===== config.mk =====
export PLATFORM = sky130hd
export DESIGN_NAME = pcm_sample_format_converter_flat
export DESIGN_NICKNAME = d
export VERILOG_FILES = /design/src/rtl/psfc_pkg.sv /design/src/rtl/psfc_in_if.sv /design/src/rtl/psfc_out_if.sv /design/src/rtl/pcm_sample_format_converter.sv /design/src/flat_wrapper.sv
export SDC_FILE = /design/constraint.sdc
export NUM_CORES = 1
export LEC_CHECK = 0
export BUFFER_PORTS_ARGS = -buffer_cell sky130_fd_sc_hd__buf_2
export CORE_MARGIN = 1.5
export CORE_UTILIZATION = 43
export CTS_CLUSTER_SIZE = 12
export DETAILED_ROUTE_END_ITERATION = 8
export SLEW_MARGIN = 0
export SYNTH_ARGS = -nofsm -noshare
export SYNTH_HDL_FRONTEND = slang
export SYNTH_SLANG_ARGS = --single-unit

===== constraint.sdc =====
create_clock -name clk -period 40.1 [get_ports clk]
set_input_delay 8.02 -clock clk [delete_from_list [all_inputs] [get_ports clk]]
set_output_delay 8.02 -clock clk [all_outputs]
set_load 0.02 [all_outputs]

===== src/rtl/psfc_pkg.sv =====
// package: pcm format codes shared by the converter files
package psfc_pkg;

  localparam int unsigned FMT_W = 3;

  localparam logic [FMT_W-1:0] FMT_U8  = 3'd0;
  localparam logic [FMT_W-1:0] FMT_S16 = 3'd1;
  localparam logic [FMT_W-1:0] FMT_S24 = 3'd2;
  localparam logic [FMT_W-1:0] FMT_S32 = 3'd3;
  localparam logic [FMT_W-1:0] FMT_F32 = 3'd4;

  localparam logic [FMT_W-1:0] SRC_FMT_RESET = FMT_S16;
  localparam logic [FMT_W-1:0] DST_FMT_RESET = FMT_F32;

  localparam int unsigned SAMPLE_W = 32;

endpackage


===== src/rtl/psfc_in_if.sv =====
// interface: input sample channel
interface psfc_in_if;
  import psfc_pkg::*;
  logic                valid;
  logic                ready;
  logic [SAMPLE_W-1:0] sample_bits;
  logic                last_in;

  modport source (output valid, output sample_bits, output last_in, input ready);
  modport sink (input valid, input sample_bits, input last_in, output ready);
endinterface


===== src/rtl/psfc_out_if.sv =====
// interface: converted sample channel
interface psfc_out_if;
  import psfc_pkg::*;
  logic                valid;
  logic                ready;
  logic [SAMPLE_W-1:0] converted_bits;
  logic                last_out;

  modport source (output valid, output converted_bits, output last_out, input ready);
  modport sink (input valid, input converted_bits, input last_out, output ready);
endinterface


===== src/rtl/pcm_sample_format_converter.sv =====
// top level: five-stage pcm sample format converter with apb register port
// in_ch takes one raw sample per item (low bytes, little-endian assembled)
// plus a last flag; out_ch returns the sample re-encoded in the target
// format, upper bits zero, with the last flag copied.
// registers: 0x0 source_format, 0x4 target_format (codes 0 u8, 1 s16,
// 2 s24, 3 s32, 4 f32); the user must see that they are written through
// the apb port only while idle: the block itself does not enforce this.
// throughput: one item per cycle while out_ch does not stall; the five
// register stages (decode, normalize, round, align shift, final round and
// saturate) each hold one item, so a new item enters every cycle unless stalled.
// stall: the whole pipe holds when a result waits on out_ch and
// out_ch.ready is low; in_ch.ready drops in that cycle, nothing is lost.
// reset (rst_n low, synchronous): all stage valid bits clear, source
// format returns to s16 and target format to f32.
module pcm_sample_format_converter
  import psfc_pkg::*;
(
  input  logic        clk,
  input  logic        rst_n,
  psfc_in_if.sink     in_ch,
  psfc_out_if.source  out_ch,
  input  logic        psel,
  input  logic        penable,
  input  logic        pwrite,
  input  logic [2:0]  paddr,
  input  logic [31:0] pwdata,
  output logic [31:0] prdata,
  output logic        pready
);

  typedef struct packed {
    logic             last;
    logic [FMT_W-1:0] dst;
    logic             direct;
    logic [31:0]      dval;
    logic             sgn;
    logic [31:0]      mag;
    logic [7:0]       fexp;
    logic [5:0]       ksrc;
    logic             is_flt;
  } st1_t;

  typedef struct packed {
    logic             last;
    logic [FMT_W-1:0] dst;
    logic             direct;
    logic [31:0]      dval;
    logic             sgn;
    logic [31:0]      norm;
    logic [4:0]       lz;
    logic             zero;
    logic [5:0]       ksrc;
    logic [7:0]       fexp;
    logic [22:0]      frac;
    logic             is_flt;
  } st2_t;

  typedef struct packed {
    logic             last;
    logic [FMT_W-1:0] dst;
    logic             direct;
    logic [31:0]      dval;
    logic             sgn;
    logic [23:0]      m;
    logic [8:0]       e;
    logic             zero;
  } st3_t;

  typedef struct packed {
    logic             last;
    logic [FMT_W-1:0] dst;
    logic             direct;
    logic [31:0]      dval;
    logic [31:0]      fbits;
    logic             sgn;
    logic [33:0]      pint;
    logic             g;
    logic             st;
  } st4_t;

  logic [FMT_W-1:0] src_fmt_r, dst_fmt_r;
  logic             s1_vld_r, s2_vld_r, s3_vld_r, s4_vld_r, out_vld_r;
  st1_t             s1_r, s1_nxt;
  st2_t             s2_r, s2_nxt;
  st3_t             s3_r, s3_nxt;
  st4_t             s4_r, s4_nxt;
  logic [31:0]      conv_r, conv_nxt;
  logic             last_r;
  logic [FMT_W-1:0] odst_r;
  logic             adv;
  logic             cfg_wr;

  // ---------------- register port ----------------
  assign pready = 1'b1;
  assign cfg_wr = psel && penable && pwrite;
  assign prdata = paddr[2] ? {29'b0, dst_fmt_r} : {29'b0, src_fmt_r};

  always_ff @(posedge clk) begin
    if (!rst_n) begin
      src_fmt_r <= SRC_FMT_RESET;
      dst_fmt_r <= DST_FMT_RESET;
    end else if (cfg_wr) begin
      if (paddr[2]) dst_fmt_r <= pwdata[FMT_W-1:0];
      else          src_fmt_r <= pwdata[FMT_W-1:0];
    end
  end

  // whole pipe moves unless a result is held at the output
  assign adv         = !out_vld_r || out_ch.ready;
  assign in_ch.ready = adv;

  // ---------------- stage 1: decode ----------------
  always_comb begin
    logic [31:0] raw, smask, dmask, sv, iv;
    logic        bad, eq, ii;
    logic [4:0]  sh;
    raw   = in_ch.sample_bits;
    sh    = 5'd0;
    bad   = (src_fmt_r > FMT_F32) || (dst_fmt_r > FMT_F32);
    eq    = (src_fmt_r == dst_fmt_r);
    ii    = (src_fmt_r == FMT_S16 || src_fmt_r == FMT_S24 || src_fmt_r == FMT_S32) &&
            (dst_fmt_r == FMT_S16 || dst_fmt_r == FMT_S24 || dst_fmt_r == FMT_S32);
    case (src_fmt_r)
      FMT_U8:  smask = 32'h0000_00FF;
      FMT_S16: smask = 32'h0000_FFFF;
      FMT_S24: smask = 32'h00FF_FFFF;
      default: smask = 32'hFFFF_FFFF;
    endcase
    case (dst_fmt_r)
      FMT_U8:  dmask = 32'h0000_00FF;
      FMT_S16: dmask = 32'h0000_FFFF;
      FMT_S24: dmask = 32'h00FF_FFFF;
      default: dmask = 32'hFFFF_FFFF;
    endcase
    sv = raw & smask;
    s1_nxt.last   = in_ch.last_in;
    s1_nxt.dst    = dst_fmt_r;
    s1_nxt.direct = bad || eq || ii;
    if (bad) begin
      s1_nxt.dval = 32'h0;
    end else if (eq) begin
      s1_nxt.dval = sv;
    end else if (dst_fmt_r > src_fmt_r) begin
      sh = {dst_fmt_r[1:0] - src_fmt_r[1:0], 3'b000};
      s1_nxt.dval = (sv << sh) & dmask;
    end else begin
      sh = {src_fmt_r[1:0] - dst_fmt_r[1:0], 3'b000};
      s1_nxt.dval = (sv >> sh) & dmask;
    end
    case (src_fmt_r)
      FMT_U8: begin
        iv = {24'h0, raw[7:0]} - 32'd128;
        s1_nxt.ksrc = 6'd7;
      end
      FMT_S16: begin
        iv = {{16{raw[15]}}, raw[15:0]};
        s1_nxt.ksrc = 6'd15;
      end
      FMT_S24: begin
        iv = {{8{raw[23]}}, raw[23:0]};
        s1_nxt.ksrc = 6'd23;
      end
      default: begin
        iv = raw;
        s1_nxt.ksrc = 6'd31;
      end
    endcase
    s1_nxt.is_flt = (src_fmt_r == FMT_F32);
    s1_nxt.fexp   = raw[30:23];
    if (s1_nxt.is_flt) begin
      s1_nxt.sgn = raw[31];
      s1_nxt.mag = {9'h0, raw[22:0]};
    end else begin
      s1_nxt.sgn = iv[31];
      s1_nxt.mag = iv[31] ? (~iv + 32'd1) : iv;
    end
  end

  // ---------------- stage 2: leading-zero normalize ----------------
  always_comb begin
    logic [31:0] n;
    logic [4:0]  lz;
    n  = s1_r.mag;
    lz = 5'd0;
    if (n[31:16] == 16'h0) begin n = n << 16; lz[4] = 1'b1; end
    if (n[31:24] == 8'h0)  begin n = n << 8;  lz[3] = 1'b1; end
    if (n[31:28] == 4'h0)  begin n = n << 4;  lz[2] = 1'b1; end
    if (n[31:30] == 2'h0)  begin n = n << 2;  lz[1] = 1'b1; end
    if (n[31] == 1'b0)     begin n = n << 1;  lz[0] = 1'b1; end
    s2_nxt.last   = s1_r.last;
    s2_nxt.dst    = s1_r.dst;
    s2_nxt.direct = s1_r.direct;
    s2_nxt.dval   = s1_r.dval;
    s2_nxt.sgn    = s1_r.sgn;
    s2_nxt.norm   = n;
    s2_nxt.lz     = lz;
    s2_nxt.zero   = (s1_r.mag == 32'h0);
    s2_nxt.ksrc   = s1_r.ksrc;
    s2_nxt.fexp   = s1_r.fexp;
    s2_nxt.frac   = s1_r.mag[22:0];
    s2_nxt.is_flt = s1_r.is_flt;
  end

  // ---------------- stage 3: round to 24 bits / unpack float ----------------
  always_comb begin
    logic [23:0] mant;
    logic [24:0] msum;
    logic        up;
    mant = s2_r.norm[31:8];
    up   = s2_r.norm[7] && ((|s2_r.norm[6:0]) || mant[0]);
    msum = {1'b0, mant} + {24'h0, up};
    s3_nxt.last   = s2_r.last;
    s3_nxt.dst    = s2_r.dst;
    s3_nxt.direct = s2_r.direct;
    s3_nxt.dval   = s2_r.dval;
    s3_nxt.sgn    = s2_r.sgn;
    if (s2_r.is_flt) begin
      s3_nxt.m    = {(s2_r.fexp != 8'h0), s2_r.frac};
      s3_nxt.e    = (s2_r.fexp == 8'h0) ? 9'h182 : ({1'b0, s2_r.fexp} - 9'd127);
      // nan reads as zero
      s3_nxt.zero = (s2_r.fexp == 8'hFF) && (s2_r.frac != 23'h0);
    end else begin
      s3_nxt.m    = msum[24] ? 24'h80_0000 : msum[23:0];
      s3_nxt.e    = 9'd31 - {4'h0, s2_r.lz} - {3'h0, s2_r.ksrc} + {8'h0, msum[24]};
      s3_nxt.zero = s2_r.zero;
    end
  end

  // ---------------- stage 4: clamp, pack float, align shift ----------------
  always_comb begin
    logic [23:0] mz, mc;
    logic [8:0]  ec;
    logic [9:0]  off, d;
    logic [5:0]  lsh;
    logic [59:0] sx;
    logic        cl;
    mz = s3_r.zero ? 24'h0 : s3_r.m;
    cl = !s3_r.zero &&
         (($signed(s3_r.e) > 9'sd0) || ((s3_r.e == 9'h0) && (mz[22:0] != 23'h0)));
    mc = cl ? 24'h80_0000 : mz;
    ec = cl ? 9'h0 : s3_r.e;
    case (s3_r.dst)
      FMT_U8:  off = 10'd1;
      FMT_S16: off = 10'h3F9;
      FMT_S24: off = 10'd1;
      FMT_S32: off = 10'd9;
      default: off = 10'd0;
    endcase
    d   = {ec[8], ec} + off;
    lsh = 6'(d + 10'd26);
    sx  = {36'h0, mc} << lsh;
    s4_nxt.last   = s3_r.last;
    s4_nxt.dst    = s3_r.dst;
    s4_nxt.direct = s3_r.direct;
    s4_nxt.dval   = s3_r.dval;
    s4_nxt.sgn    = s3_r.sgn;
    s4_nxt.fbits  = s3_r.zero ? 32'h0 :
                    {s3_r.sgn, 8'(s3_r.e + 9'd127), s3_r.m[22:0]};
    // everything below the grid goes to sticky
    if ($signed(d) < -10'sd26) begin
      s4_nxt.pint = 34'h0;
      s4_nxt.g    = 1'b0;
      s4_nxt.st   = |mc;
    end else begin
      s4_nxt.pint = sx[59:26];
      s4_nxt.g    = sx[25];
      s4_nxt.st   = |sx[24:0];
    end
  end

  // ---------------- stage 5: round, saturate, select ----------------
  always_comb begin
    logic [34:0] xs;
    logic [33:0] magr;
    logic [31:0] sval, neg, smax, smsk;
    logic        sat;
    logic [24:0] y;
    logic [25:0] bq, bsum, cq, csum;
    logic [9:0]  up;
    logic [8:0]  k;
    logic [7:0]  u8v;
    xs   = {1'b0, s4_r.pint} + 35'd1;
    magr = xs[34:1];
    neg  = ~magr[31:0] + 32'd1;
    case (s4_r.dst)
      FMT_S16: begin sat = magr[15]; smax = 32'h0000_7FFF; smsk = 32'h0000_FFFF; end
      FMT_S24: begin sat = magr[23]; smax = 32'h007F_FFFF; smsk = 32'h00FF_FFFF; end
      default: begin sat = magr[31]; smax = 32'h7FFF_FFFF; smsk = 32'hFFFF_FFFF; end
    endcase
    if (!s4_r.sgn && sat) sval = smax;
    else                  sval = (s4_r.sgn ? neg : magr[31:0]) & smsk;
    // u8 target: float add of 128 rounds to 2^-16 above 128, 2^-17 below
    y    = s4_r.pint[24:0];
    bq   = {2'b0, y[24:1]} + {25'h0, y[0] && (s4_r.g || s4_r.st || y[1])};
    bsum = bq + 26'h000_8000;
    up   = 10'd128 + {1'b0, bsum[24:16]};
    cq   = {1'b0, y} + {25'h0, s4_r.g && (s4_r.st || y[0])};
    csum = cq + 26'h000_FFFF;
    k    = csum[25:17];
    if (s4_r.sgn) u8v = 8'(9'd128 - k);
    else          u8v = (up > 10'd255) ? 8'hFF : up[7:0];
    if (s4_r.direct)               conv_nxt = s4_r.dval;
    else if (s4_r.dst == FMT_F32)  conv_nxt = s4_r.fbits;
    else if (s4_r.dst == FMT_U8)   conv_nxt = {24'h0, u8v};
    else                           conv_nxt = sval;
  end

  // ---------------- pipeline registers ----------------
  always_ff @(posedge clk) begin
    if (!rst_n) begin
      s1_vld_r  <= 1'b0;
      s2_vld_r  <= 1'b0;
      s3_vld_r  <= 1'b0;
      s4_vld_r  <= 1'b0;
      out_vld_r <= 1'b0;
    end else if (adv) begin
      s1_vld_r  <= in_ch.valid;
      s2_vld_r  <= s1_vld_r;
      s3_vld_r  <= s2_vld_r;
      s4_vld_r  <= s3_vld_r;
      out_vld_r <= s4_vld_r;
    end
  end

  always_ff @(posedge clk) begin
    if (adv) begin
      s1_r   <= s1_nxt;
      s2_r   <= s2_nxt;
      s3_r   <= s3_nxt;
      s4_r   <= s4_nxt;
      conv_r <= conv_nxt;
      last_r <= s4_r.last;
      odst_r <= s4_r.dst;
    end
  end

  assign out_ch.valid          = out_vld_r;
  assign out_ch.converted_bits = conv_r;
  assign out_ch.last_out       = last_r;

`ifndef ASSERT_OFF
  a_accept_enters: assert property (@(posedge clk) disable iff (!rst_n)
    in_ch.valid && in_ch.ready |=> s1_vld_r)
    else $error("accepted item did not enter stage 1");

  a_stall_blocks: assert property (@(posedge clk) disable iff (!rst_n)
    out_ch.valid && !out_ch.ready |-> !in_ch.ready)
    else $error("input taken while output stalled");

  a_u8_upper_zero: assert property (@(posedge clk) disable iff (!rst_n)
    out_ch.valid && (odst_r == FMT_U8) |-> (out_ch.converted_bits[31:8] == 24'h0))
    else $error("u8 result has upper bits set");
`endif

endmodule


===== src/flat_wrapper.sv =====
// flat-port wrapper written by rule: the top's interface ports become plain ports
module pcm_sample_format_converter_flat import psfc_pkg::*;
  (clk, rst_n, psel, penable, pwrite, paddr, pwdata, prdata, pready, in_ch_valid, in_ch_sample_bits, in_ch_last_in, in_ch_ready, out_ch_valid, out_ch_converted_bits, out_ch_last_out, out_ch_ready);
  psfc_in_if in_ch_i ();
  psfc_out_if out_ch_i ();
  input  logic clk;
  input  logic rst_n;
  input  logic psel;
  input  logic penable;
  input  logic pwrite;
  input  logic [2:0] paddr;
  input  logic [31:0] pwdata;
  output logic [31:0] prdata;
  output logic pready;
  input wire logic [$bits(in_ch_i.valid)-1:0] in_ch_valid;
  input wire logic [$bits(in_ch_i.sample_bits)-1:0] in_ch_sample_bits;
  input wire logic [$bits(in_ch_i.last_in)-1:0] in_ch_last_in;
  output wire logic [$bits(in_ch_i.ready)-1:0] in_ch_ready;
  output wire logic [$bits(out_ch_i.valid)-1:0] out_ch_valid;
  output wire logic [$bits(out_ch_i.converted_bits)-1:0] out_ch_converted_bits;
  output wire logic [$bits(out_ch_i.last_out)-1:0] out_ch_last_out;
  input wire logic [$bits(out_ch_i.ready)-1:0] out_ch_ready;
  assign in_ch_i.valid = in_ch_valid;
  assign in_ch_i.sample_bits = in_ch_sample_bits;
  assign in_ch_i.last_in = in_ch_last_in;
  assign in_ch_ready = in_ch_i.ready;
  assign out_ch_valid = out_ch_i.valid;
  assign out_ch_converted_bits = out_ch_i.converted_bits;
  assign out_ch_last_out = out_ch_i.last_out;
  assign out_ch_i.ready = out_ch_ready;
  pcm_sample_format_converter u_core (.clk(clk), .rst_n(rst_n), .in_ch(in_ch_i), .out_ch(out_ch_i), .psel(psel), .penable(penable), .pwrite(pwrite), .paddr(paddr), .pwdata(pwdata), .prdata(prdata), .pready(pready));
endmodule

### After elaboration in Yosys (flattened, before gate mapping)

Cells that the tools add are included.

* flip-flop bits (word level): 420
* input port bits: 75
* output and inout bits: 68
* word-level logic and storage cells: 187

* add/sub/neg operators: 20
* magnitude comparators: 6
* eq/ne operators: 15
* shifts and indexed selects: 3
* muxes and demuxes: 37
* bitwise operators: 8
* reductions and logical operators: 47

Operators by type and width (number)
* $mux W32: 12
* $pmux W32 S3: 3
* $and A32 B32 Y32: 4
* $mux W24: 3
* $add A32 B1 Y32 const B: 2
* $not A32 Y32: 2
* $pmux W32 S2: 1
* $pmux W31 S2: 1
* $shl A24 B6 Y59: 1
* $add A24 B1 Y25: 2
* $add A25 B16 Y25 const B: 2
* $reduce_bool A23 Y1: 2
* $mux W34: 1
* $add A33 B1 Y33 const B: 1
* $mux W33: 1
* $logic_not A32 Y1: 1
* $shl A32 B5 Y32: 1
* $shr A32 B5 Y32: 1
* $mux W31: 1
* $pmux W10 S3: 1
* $add A25 B1 Y25: 1
* $reduce_or A25 Y1: 1
* $reduce_or A24 Y1: 1
* $eq A3 B2 Y1 const B: 7
* 40 further kinds: 83

### Depth between registers and ports, before layout

Gate-level depths: netlist (run 1).

* word-level depth: 12
* depth in mapped cells: 23
* depth with buffers taken out: 19

### Least setup slack after synthesis (run 1)

OpenSTA, ideal clock, no wires.

* path type: input to output
* start point: in out_ch_ready
* end point: out in_ch_ready
* data arrival time: 16.056 ns
* required time: 32.080 ns
* slack: 16.024 ns
* stages on the path: 3
* buffers on the path: 1
* path through: nor2b_1 > clkbuf_1 > inv_1

* longest elaborated chain between the ends: 1

Ends and longest elaborated chain
* from (decl): line flat_wrapper.sv:22 `input wire logic [$bits(out_ch_i.ready)-1:0] out_ch_ready;`
* $logic_or A1 B1 Y1: line pcm_sample_format_converter.sv:109 `assign adv = !out_vld_r || out_ch.ready;`
* to (decl): line flat_wrapper.sv:18 `output wire logic [$bits(in_ch_i.ready)-1:0] in_ch_ready;`

Every way passes these cells.

### Worst setup path in the final report (run 1)

Same ends and word-level chain as after synthesis.

==> qor.csv, run 1 <==
metric;value;unit
status;finished clean;
overflow;0;
p_comb_share;31.9;%
drc;0;
coreArea;0.05660;mm²
hp-start;u_core.s3_r[41];
rows;87;
internal_power;1008;µW
netlist_area;0.02475;mm²
place.gp.congestion;0.9431;
switching_share;35.74;%
synth_area_leaders;edfxtp_1, mux2i_1, nor2_1, nand2_1, a21oi_1;
cts_sinks;412;
syn_area_per_cell;10.03;µm²
critPathArrivalTime;9.50;ns
cts_hold_buffers;0;
min_path_cells;0;
fill_cells;5297;
critPathLaunch;out_ch_ready;
crit_fanout;125;
fp.dieH;242.9;µm
cp_common_cell;buf_2;
grtUsageMet3;3.660;%
fmax;57.06;MHz
finalSetupViolCount;0;
ys.flop_type;edfxtp_1;
die_area;0.05902;mm²
path_depth;4;
avgViaCountPerCell;6.000;
yosys.area.top_type_share;48.65;%
synthArstFlopShare;0;%
n_antenna_cell;0;
synthSimpleGateAreaFrac;18.64;%
power.density;58.06;mW/mm²
muxShareOfSynthArea;4.999;%
layout_min_cycle_time;17.52;ns
critPathCaptureType;primary output;
ff2ff_setup_slack;33.61;ns
vias;19540;
synth_edf_count;401;
final_nets;2572;
tightest_slew;1.120;ns
cts_tree;yes;
ant_nets;0;
use_met1;31.77;%
yosys_warnings;0;
setup_tns;0;ns
synth_xor_area_share;4.766;%
worstPathRequired;32.08;ns
slowest_stage;nor2b_1;
r2r-start;u_core.s3_r[0];
grt_pass1_vias;18350;
cap_viol_max_count;0;
finalPower;1569;µW
slew_viol_final;0;
fp.dieW;242.9;µm
io_buffers;81;
min_to;u_core.s4_r[75];
cpLargestDelayFamily;buffers and inverters;
cts_made_buffers;46;
fin_crit_sh;43.70;%
hold_viol;0;
area_growth;9.134;%
switching_power;560.6;µW
reg2reg_to;u_core.s4_r[0];
clk_pin_slew;0.05;ns
io_pins;143;
antenna_found_initial;0;
initial_core_util;43.73;%
max_stage_delay;0.63;ns
finalClockSkew;0.02557;ns
cts_resized;0;
cts_setup_buffers;0;
synth_compound_area_share;16.09;%
clkPwrFrac;25.5;%
drive_gt1_share;9.916;%
cp_cell_sequence;buf_2 -> nor2b_1 -> inv_8 -> buf_2;
grt_use_total;24.08;%
grt_setup_unrepaired;no;
synth_top_family_by_area;simple AND/OR/NAND/NOR gates;
ys_types;103;
reg2reg_depth;18;
clockBufferDepth;3;
drtIter0Drc;2139;
peakVddDrop;28.72;µV
top_usage_layer;met2;
start_kind;input port;
grt_max_degree;199;
synth-seq-cells;412;
wl;72.73;mm
syn_inst;2467;
grt_pass1_wl;110.4;mm
leakagePower;0.01031;µW
dp_hpwl;53.20;mm
synth_largest_area_cell;edfxtp_1;
insertion_delay;0.60;ns
post_drt_wl_per_cell;22.33;µm
critPathKind;in2out;
max_slew_margin;23.41;%
drtPass1Iterations;6;
ys_seq_area_share;49.53;%
hp-class;reg2reg;
h-tree-depth;2;
register_area;0.01226;mm²
seq_power_share;42.7;%
multi_input_area;0.01155;mm²
cts_root_buf;clkbuf_16;
met2_usage;39.71;%
path_buf_inv;3;
synth_fa_ha_area_share;1.617;%
registers in the layout, summed over array words and instances, names as in the netlist:
| name | cells |
|---|---|
| u_core.out_ch.last_out | 1 |
| u_core.s1_r | 81 |
| u_core.s3_r | 72 |
| u_core.s1_vld_r | 1 |
| u_core.s2_vld_r | 1 |
| u_core.s3_vld_r | 1 |
| u_core.out_ch.converted_bits | 32 |
| u_core.s2_r | 110 |
| u_core.src_fmt_r | 3 |
| u_core.out_ch.valid | 1 |
| u_core.s4_vld_r | 1 |
| u_core.dst_fmt_r | 3 |
| u_core.s4_r | 105 |
cells by family (layout without fill, tap and decap cells):
kind of cell / count (synthesis) / after routing
and+or+nand+nor: 927 / 927
AOI/OAI and AO/OA: 608 / 608
DFF: 412 / 412
buffers and inverters: 237 / 243
xor gates and xnor gates: 133 / 133
muxes: 117 / 117
adders and majority gates: 31 / 31
other: 2 / 30
worst reg2reg max path: stages, from the launching register on:
cell and delay (ns):
edfxtp_1 0.36, buf_4 0.31, nor2_1 0.59, o21a_1 0.81
nor2_1 0.10, ha_1 0.25, ha_1 0.27, buf_4 0.24
ha_1 0.33, buf_4 0.35, mux2i_1 0.35, mux2i_1 0.15
a22oi_1 0.58, o2111ai_1 0.22, nor4_1 0.38, o2111a_1 0.23
nand3_1 0.08, a221oi_1 0.40, o21ai_0 0.18
layout by cell type, fill, tap and decap left out, types with 68 or more instances in the layout:
master,instances
a21oi_1,158
nor2_1,238
mux2i_1,91
nand3_1,73
xnor2_1,68
edfxtp_1,401
nand2_1,237
nor3_1,80
buf_2,81
o21ai_0,127
per-layer routing:
metal | vias to the layer above | part of all wire (%)
met5 | - | 0
met4 | 0 | 4.2
met3 | 155 | 6.4
met2 | 786 | 47
met1 | 9395 | 42
li1 | 9207 | -
cell type report:
type	count	area share (%)
inverters	58	0.8522
flip-flops and latches	412	45.39
repair buffers	103	2.158
multi-input cells	1846	42.75
clock buffers	63	4.608
clock inverters	19	0.7364
well taps	756	3.501
metrics by stage:
stage	instance area [µm²]	setup slack, ns	util (%)	hold slack [ns]	instances
global placement	25570	22.56	45.17	0.4019	3175
finish	27010	22.58	47.73	0.4112	3257
CTS	27010	22.52	47.73	0.4110	3257
detailed placement	25570	22.51	45.17	0.4045	3175
floorplan	24860	16.02	-	0.4003	2495
global route	27010	22.41	47.73	0.4204	3257
power by group through the flow:
stage | clock (µW) | combinational, µW | sequential, µW
floorplan | 0 | 357 | 652
global placement | 0 | 490 | 673
detailed placement | 0 | 492 | 677
CTS | 411 | 494 | 668
global route | 427 | 547 | 678
finish | 400 | 500 | 669
synth_stat cells (16+ instances only):
cell type,instances
inv_1,51
or3_1,31
a21oi_1,158
nand4_1,31
xnor2_1,70
edfxtp_1,401
a31oi_1,35
and3_1,33
buf_2,24
o21ai_0,127
nor3_1,80
o22ai_1,34
a32oi_1,16
xor2_1,61
mux2i_1,91
nand3_1,73
o31ai_1,25
and2_1,23
buf_4,32
clkbuf_1,108
nand2_1,237
ha_1,28
a21o_1,16
nor2_1,238
mux2_2,23
nor2b_1,61
a211oi_1,30
a22oi_1,27
nor4_1,28
worst max path at each step:
| stage | end | slack [ns] |
|---|---|---|
| finish | in_ch_ready | 22.58 |
| global route | in_ch_ready | 22.41 |
| CTS | in_ch_ready | 22.52 |
| detailed placement | in_ch_ready | 22.51 |
| global placement | in_ch_ready | 22.56 |
| floorplan | in_ch_ready | 16.02 |
Power figures use the tool's default switching activity.
==> run 2, diff against run 1 <==
--- a/config.mk
+++ b/config.mk
@@ -5,6 +5,7 @@
 export SDC_FILE = /design/constraint.sdc
 export NUM_CORES = 1
 export LEC_CHECK = 0
+export ABC_AREA = 1
 export BUFFER_PORTS_ARGS = -buffer_cell sky130_fd_sc_hd__buf_2
 export CORE_MARGIN = 1.5
 export CORE_UTILIZATION = 43
==> constraint.sdc (replaced) <==
create_clock -name clk -period 17.5 [get_ports clk]
set_input_delay 3.5 -clock clk [delete_from_list [all_inputs] [get_ports clk]]
set_output_delay 3.5 -clock clk [all_outputs]
set_load 0.02 [all_outputs]
==> qor.csv, run 2 <==
metric;value;unit;change
wl;72.85;mm;+0.16%
synth-seq-cells;412;;unchanged
ys.flop_type;edfxtp_1;;
cts_resized;0;;unchanged
cts_setup_buffers;0;;unchanged
wl_met3;3.881;mm;-16%
grt_pass1_wl;111.4;mm;+0.98%
cts_made_buffers;47;;+2.2%
yosys_warnings;0;;unchanged
cts_sinks;412;;unchanged
cap_viol_max_count;0;;unchanged
ys_types;60;;-42%
top_register;u_core.s2_r;;
drive_gt1_share;6.678;%;-3.2 points
layout_min_cycle_time;8.156;ns;
met2_length;34.43;mm;+0.41%
n_antenna_cell;0;;unchanged
fin_crit_sh;46.60;%;
reg_top3;u_core.s2_r: 110 flops, u_core.s4_r: 105 flops, u_core.s1_r: 81 flops;;
yosysMostFrequentCell;nand2_1;;
grt_max_degree;193;;-3.0%
crit_fanout;94;;-25%
mostFrequentLayoutCell;nand2_1;;
synth_edf_count;401;;unchanged
place.gp.congestion;0.9482;;+0.54%
max_slew_margin;23.57;%;+0.16 points
cp_common_cell;buf_2;;
tightest_slew;1.144;ns;+0.02376 ns
critPathKind;in2out;;
cp_cell_sequence;buf_2 -> nor2_1 -> inv_8 -> buf_2;;
syn_area_per_cell;8.140;µm²;-19%
insertion_delay;0.60;ns;about the same
io_buffers;81;;unchanged
drc;0;;unchanged
grt_pass1_vias;19620;;+6.9%
dp_hpwl;54.83;mm;+3.1%
die_area;0.05852;mm²;-0.84%
avgViaCountPerCell;5.406;;-9.9%
final_nets;3145;;+22%
drtIter0Drc;2071;;-3.2%
finalClockSkew;0.03226;ns;+0.006691 ns
slowest_stage;nor2_1;;
synthArstFlopShare;0;%;unchanged
largest_register_ffs;110;;unchanged
area_growth;9.268;%;
fmax;122.6;MHz;
coreArea;0.05639;mm²;-0.38%
stdcell_area;0.02682;mm²;-0.73%
hp-class;reg2reg;;
post_drt_wl_per_cell;19.04;µm;-15%
clockBufferDepth;3;;unchanged
overflow;0;;unchanged
antenna_found_initial;1;;+1
io_pins;143;;unchanged
initial_core_util;43.53;%;-0.20 points
synth_largest_area_cell;edfxtp_1;;
syn_inst;3015;;+22%
status;finished clean;;
power.density;148.0;mW/mm²;+150%
cts_hold_buffers;0;;unchanged
finalSetupViolCount;0;;unchanged
critPathCaptureType;primary output;;
grt_setup_unrepaired;no;;
vias;20690;;+5.8%
layout_common_cells;nand2_1, edfxtp_1, inv_1;;
setup_tns;0;ns;unchanged
h-tree-depth;2;;unchanged
clk_pin_slew;0.05;ns;about the same
wl_met1;31.53;mm;+2.6%
peakVddDrop;95.16;µV;+230%
drtPass1Iterations;6;;unchanged
leakagePower;0.01204;µW;+17%
synth_area_leaders;edfxtp_1, nand2_1, nand3_1, inv_1, nor2_1;;
ys_seq_area_share;49.96;%;+0.42 points
placed_area;0.02539;mm²;-0.69%
start_kind;input port;;
rows;87;;unchanged
hold_viol;0;;unchanged
fp.dieH;241.9;µm;-0.42%
yosys.area.top_type_share;49.06;%;+0.42 points
ant_nets;0;;unchanged
max_stage_delay;0.45;ns;-0.18 ns
cts_tree;yes;;
cts_root_buf;clkbuf_16;;
critPathArrivalTime;4.66;ns;-4.84 ns
synth_common_cells;nand2_1, edfxtp_1, inv_1;;
top_layer;met4;;
grt_use_total;24.41;%;+0.33 points
fill_cells;5648;;+6.6%
netlist_area;0.02454;mm²;-0.85%
worstPathRequired;14.00;ns;-18.08 ns
fp.dieW;241.9;µm;-0.42%
slew_viol_final;0;;unchanged
==> run 2: cell types whose count changed after synthesis, moves of 31 or more <==
cell | before | now
nor2_1 | 238 | 303
and3_1 | 33 | 1
mux2i_1 | 91 | 0
nor3_1 | 80 | 40
o21ai_0 | 127 | 226
nand2_1 | 237 | 763
nor2b_1 | 61 | 0
clkbuf_1 | 108 | 65
xnor2_1 | 70 | 18
or3_1 | 31 | 0
nand3_1 | 73 | 294
inv_1 | 51 | 333
==> run 2: power breakdown <==
group / total, µW / internal (µW) / switching [µW] / leakage (µW)
logic: 1480 / 421 / 1060 / 0.00675
registers: 1570 / 1420 / 155 / 0.00460
clock network: 914 / 524 / 390 / 0.000696
==> run 2: final timing paths <==
kind	depth (start not counted)	endpoint	slack (ns)	start
worst max-delay path	4	in_ch_ready	9.34	out_ch_ready
worst min-delay path	0	u_core.s3_r[49]	0.39	u_core.s2_r[91]
worst max register to register	27	u_core.s4_r[0]	10.94	u_core.s3_r[0]
worst min register to register	0	u_core.s3_r[49]	0.39	u_core.s2_r[91]
==> run 2: cells by family after synthesis <==
group,synth area share (%)
simple gates,25.56
buf+inv,8.539
compound gates,10.94
flops,49.96
xor+xnor,3.380
fa+ha+maj,1.591
other cells,0.03060
==> run 2: critical path, delay by kind of cell <==
kind | cells | cell delay (ns)
buffers and inverters | 3 | 0.69
and+or+nand+nor | 1 | 0.45
==> run 2: layout make-up <==
| type | count | area (µm²) | share of cell area [%] |
|---|---|---|---|
| Multi-Input combinational cell | 2129 | 10310 | 38.45 |
| Clock buffer | 55 | 1206 | 4.498 |
| Clock inverter | 24 | 217.7 | 0.8118 |
| Sequential cell | 412 | 12260 | 45.72 |
| Timing Repair Buffer | 98 | 545.5 | 2.034 |
| Inverter | 352 | 1329 | 4.955 |
| Tap cell | 756 | 945.9 | 3.527 |
==> run 2: per-stage QoR <==
| step | power (µW) | utilization, % | instances | hold slack (ns) | setup WS (ns) |
|---|---|---|---|---|---|
| CTS | 3979 | 47.56 | 3826 | 0.3932 | 9.307 |
| floorplan | 2568 | - | 3043 | 0.4003 | 2.505 |
| global route | 4214 | 47.56 | 3826 | 0.4005 | 9.197 |
| detailed placement | 3053 | 45.04 | 3747 | 0.4045 | 9.306 |
| finish | 3969 | 47.56 | 3826 | 0.3919 | 9.344 |
| global placement | 3042 | 45.04 | 3747 | 0.4006 | 9.341 |
==> run 2: routing by layer <==
metal  up-vias  GRT usage, %
met5         -             0
met4         0         10.20
met3       146         3.024
met2       705         40.80
met1      9674         32.10
li1      10160             -
==> run 3, diff against run 2 <==
==> constraint.sdc (replaced) <==
create_clock -name clk -period 7.55 [get_ports clk]
set_input_delay 1.51 -clock clk [delete_from_list [all_inputs] [get_ports clk]]
set_output_delay 1.51 -clock clk [all_outputs]
set_load 0.02 [all_outputs]
==> qor.csv, run 3 (same netlist as run 2, synthesis figures left out) <==
metric;value;unit;change
status;finished clean;;
cts_sinks;412;;unchanged
cap_viol_max_count;0;;unchanged
start_kind;register;;
hp-class;reg2reg;;
layout_min_cycle_time;5.055;ns;
clk_pin_slew;0.06;ns;about the same
finalClockSkew;0.01375;ns;-0.01851 ns
dp_hpwl;56.55;mm;+3.1%
avgViaCountPerCell;5.413;;+0.12%
wl;74.40;mm;+2.1%
mostFrequentLayoutCell;nand2_1;;
io_pins;143;;unchanged
fin_hold_ws;0.4165;ns;+0.02459 ns
critPathKind;reg2reg;;
pre_cts_slack;2.561;ns;-6.746 ns
critPathLaunch;u_core.s3_r[0];;
largest_register_ffs;110;;unchanged
critPathCaptureType;register;;
peakVddDrop;179.1;µV;+88%
finalSetupViolCount;0;;unchanged
grt_pass1_vias;19600;;-0.11%
hold_viol;0;;unchanged
top_usage_layer;met2;;
layout_common_cells;nand2_1, edfxtp_1, inv_1;;
leakagePower;0.01206;µW;+0.14%
final_nets;3150;;+0.16%
crit_fanout;31;;-67%
place.gp.congestion;0.9728;;+2.6%
grt_use_total;25.01;%;+0.60 points
cts_hold_buffers;0;;unchanged
fmax;197.8;MHz;
hp-start;u_core.s2_r[96];;
cts_setup_buffers;0;;unchanged
drc;0;;unchanged
r2r-start;u_core.s3_r[0];;
grt_setup_unrepaired;no;;
insertion_delay;0.58;ns;-0.02 ns
worstPathRequired;7.84;ns;-6.16 ns
fp.dieW;241.9;µm;unchanged
overflow;0;;unchanged
fin_crit_sh;66.95;%;
slew_viol_final;0;;unchanged
cts_made_buffers;45;;-4.3%
post_drt_wl_per_cell;19.44;µm;+2.1%
worst_slack;2.495;ns;-6.849 ns
cts_resized;0;;unchanged
fp.dieH;241.9;µm;unchanged
antenna_found_initial;0;;-1
top_register;u_core.s2_r;;
initial_core_util;43.53;%;unchanged
reg_top3;u_core.s2_r: 110 flops, u_core.s4_r: 105 flops, u_core.s1_r: 81 flops;;
area_growth;9.416;%;
power.density;341.4;mW/mm²;+130%
cts_tree;yes;;
vias;20720;;+0.15%
drive_gt1_share;6.936;%;+0.26 points
ant_nets;0;;unchanged
coreArea;0.05639;mm²;unchanged
rows;87;;unchanged
grtUsageMet3;2.847;%;-0.18 points
use_met1;32.81;%;+0.72 points
clockBufferDepth;3;;unchanged
cts_root_buf;clkbuf_16;;
fill_cells;5602;;-0.81%
grt_max_degree;174;;-9.8%
critPathArrivalTime;5.35;ns;+0.69 ns
h-tree-depth;2;;unchanged
tightest_slew;1.111;ns;-0.03269 ns
drtPass1Iterations;6;;unchanged
met2_usage;41.80;%;+1.0 points
n_antenna_cell;0;;unchanged
die_area;0.05852;mm²;unchanged
grt_pass1_wl;113.5;mm;+1.9%
max_slew_margin;25.76;%;+2.2 points
drtIter0Drc;1937;;-6.5%
io_buffers;81;;unchanged
run 3: layout make-up:
class                           instances  area, µm²  area share, %
Clock inverter                         23      244.0         0.9085
Clock buffer                           50       1145          4.263
Multi-Input combinational cell       2129      10320          38.44
Inverter                              352       1325          4.934
Tap cell                              756      945.9          3.522
Timing Repair Buffer                  105      610.6          2.274
Sequential cell                       412      12260          45.66
run 3: power by group:
part	total [µW]	switching, µW	internal (µW)
clock	2080	884	1190
combinational	3420	2430	989
sequential	3670	381	3290
total	9170	3700	5470
run 3: critical path, cell delays in order (launching register included):
cell and delay [ns]:
edfxtp_1 0.60, inv_2 0.26, nand2_1 0.19, nand2_1 0.07, nor2_1 0.10, nand2_1 0.06
nor2_1 0.08, nand2_1 0.07, nand2_2 0.06, clkinv_1 0.23, nor2_1 0.17, ha_1 0.18
ha_1 0.20, nand3_2 0.10, and2_1 0.20, ha_1 0.22, inv_1 0.07, nand3_1 0.07
nand2_1 0.80, nand3_1 0.32, nand3_1 0.21, nand4_1 0.14, nor2_1 0.13, nand3_1 0.08
nand2_1 0.06, nand2_1 0.07
run 3: path summary, 6_finish.rpt:
| kind | slack, ns | to | depth (start not counted) |
|---|---|---|---|
| hold reg to reg | 0.42 | u_core.s3_r[54] | 0 |
| hold / removal | 0.42 | u_core.s3_r[54] | 0 |
| setup reg to reg | 2.50 | u_core.s4_r[0] | 25 |
| setup / recovery | 2.50 | u_core.s4_r[0] | 25 |
run 3: per-stage QoR:
step	power, µW	utilization (%)	setup TNS, ns	instance area, µm²	std cells
finish	9167	47.63	0	26850	3827
detailed placement	7106	45.16	0	25470	3754
global placement	7088	45.16	0	25470	3754
global route	9756	47.63	0	26850	3827
CTS	9209	47.63	0	26850	3827
floorplan	5948	-	-254.93	24660	3043
run 3: metal layers:
| layer | up-vias | wire, µm |
|---|---|---|
| met2 | 667 | 35180 |
| met4 | 0 | 3341 |
| met1 | 9740 | 32250 |
| met3 | 151 | 3627 |
| met5 | - | 0 |
| li1 | 10160 | - |
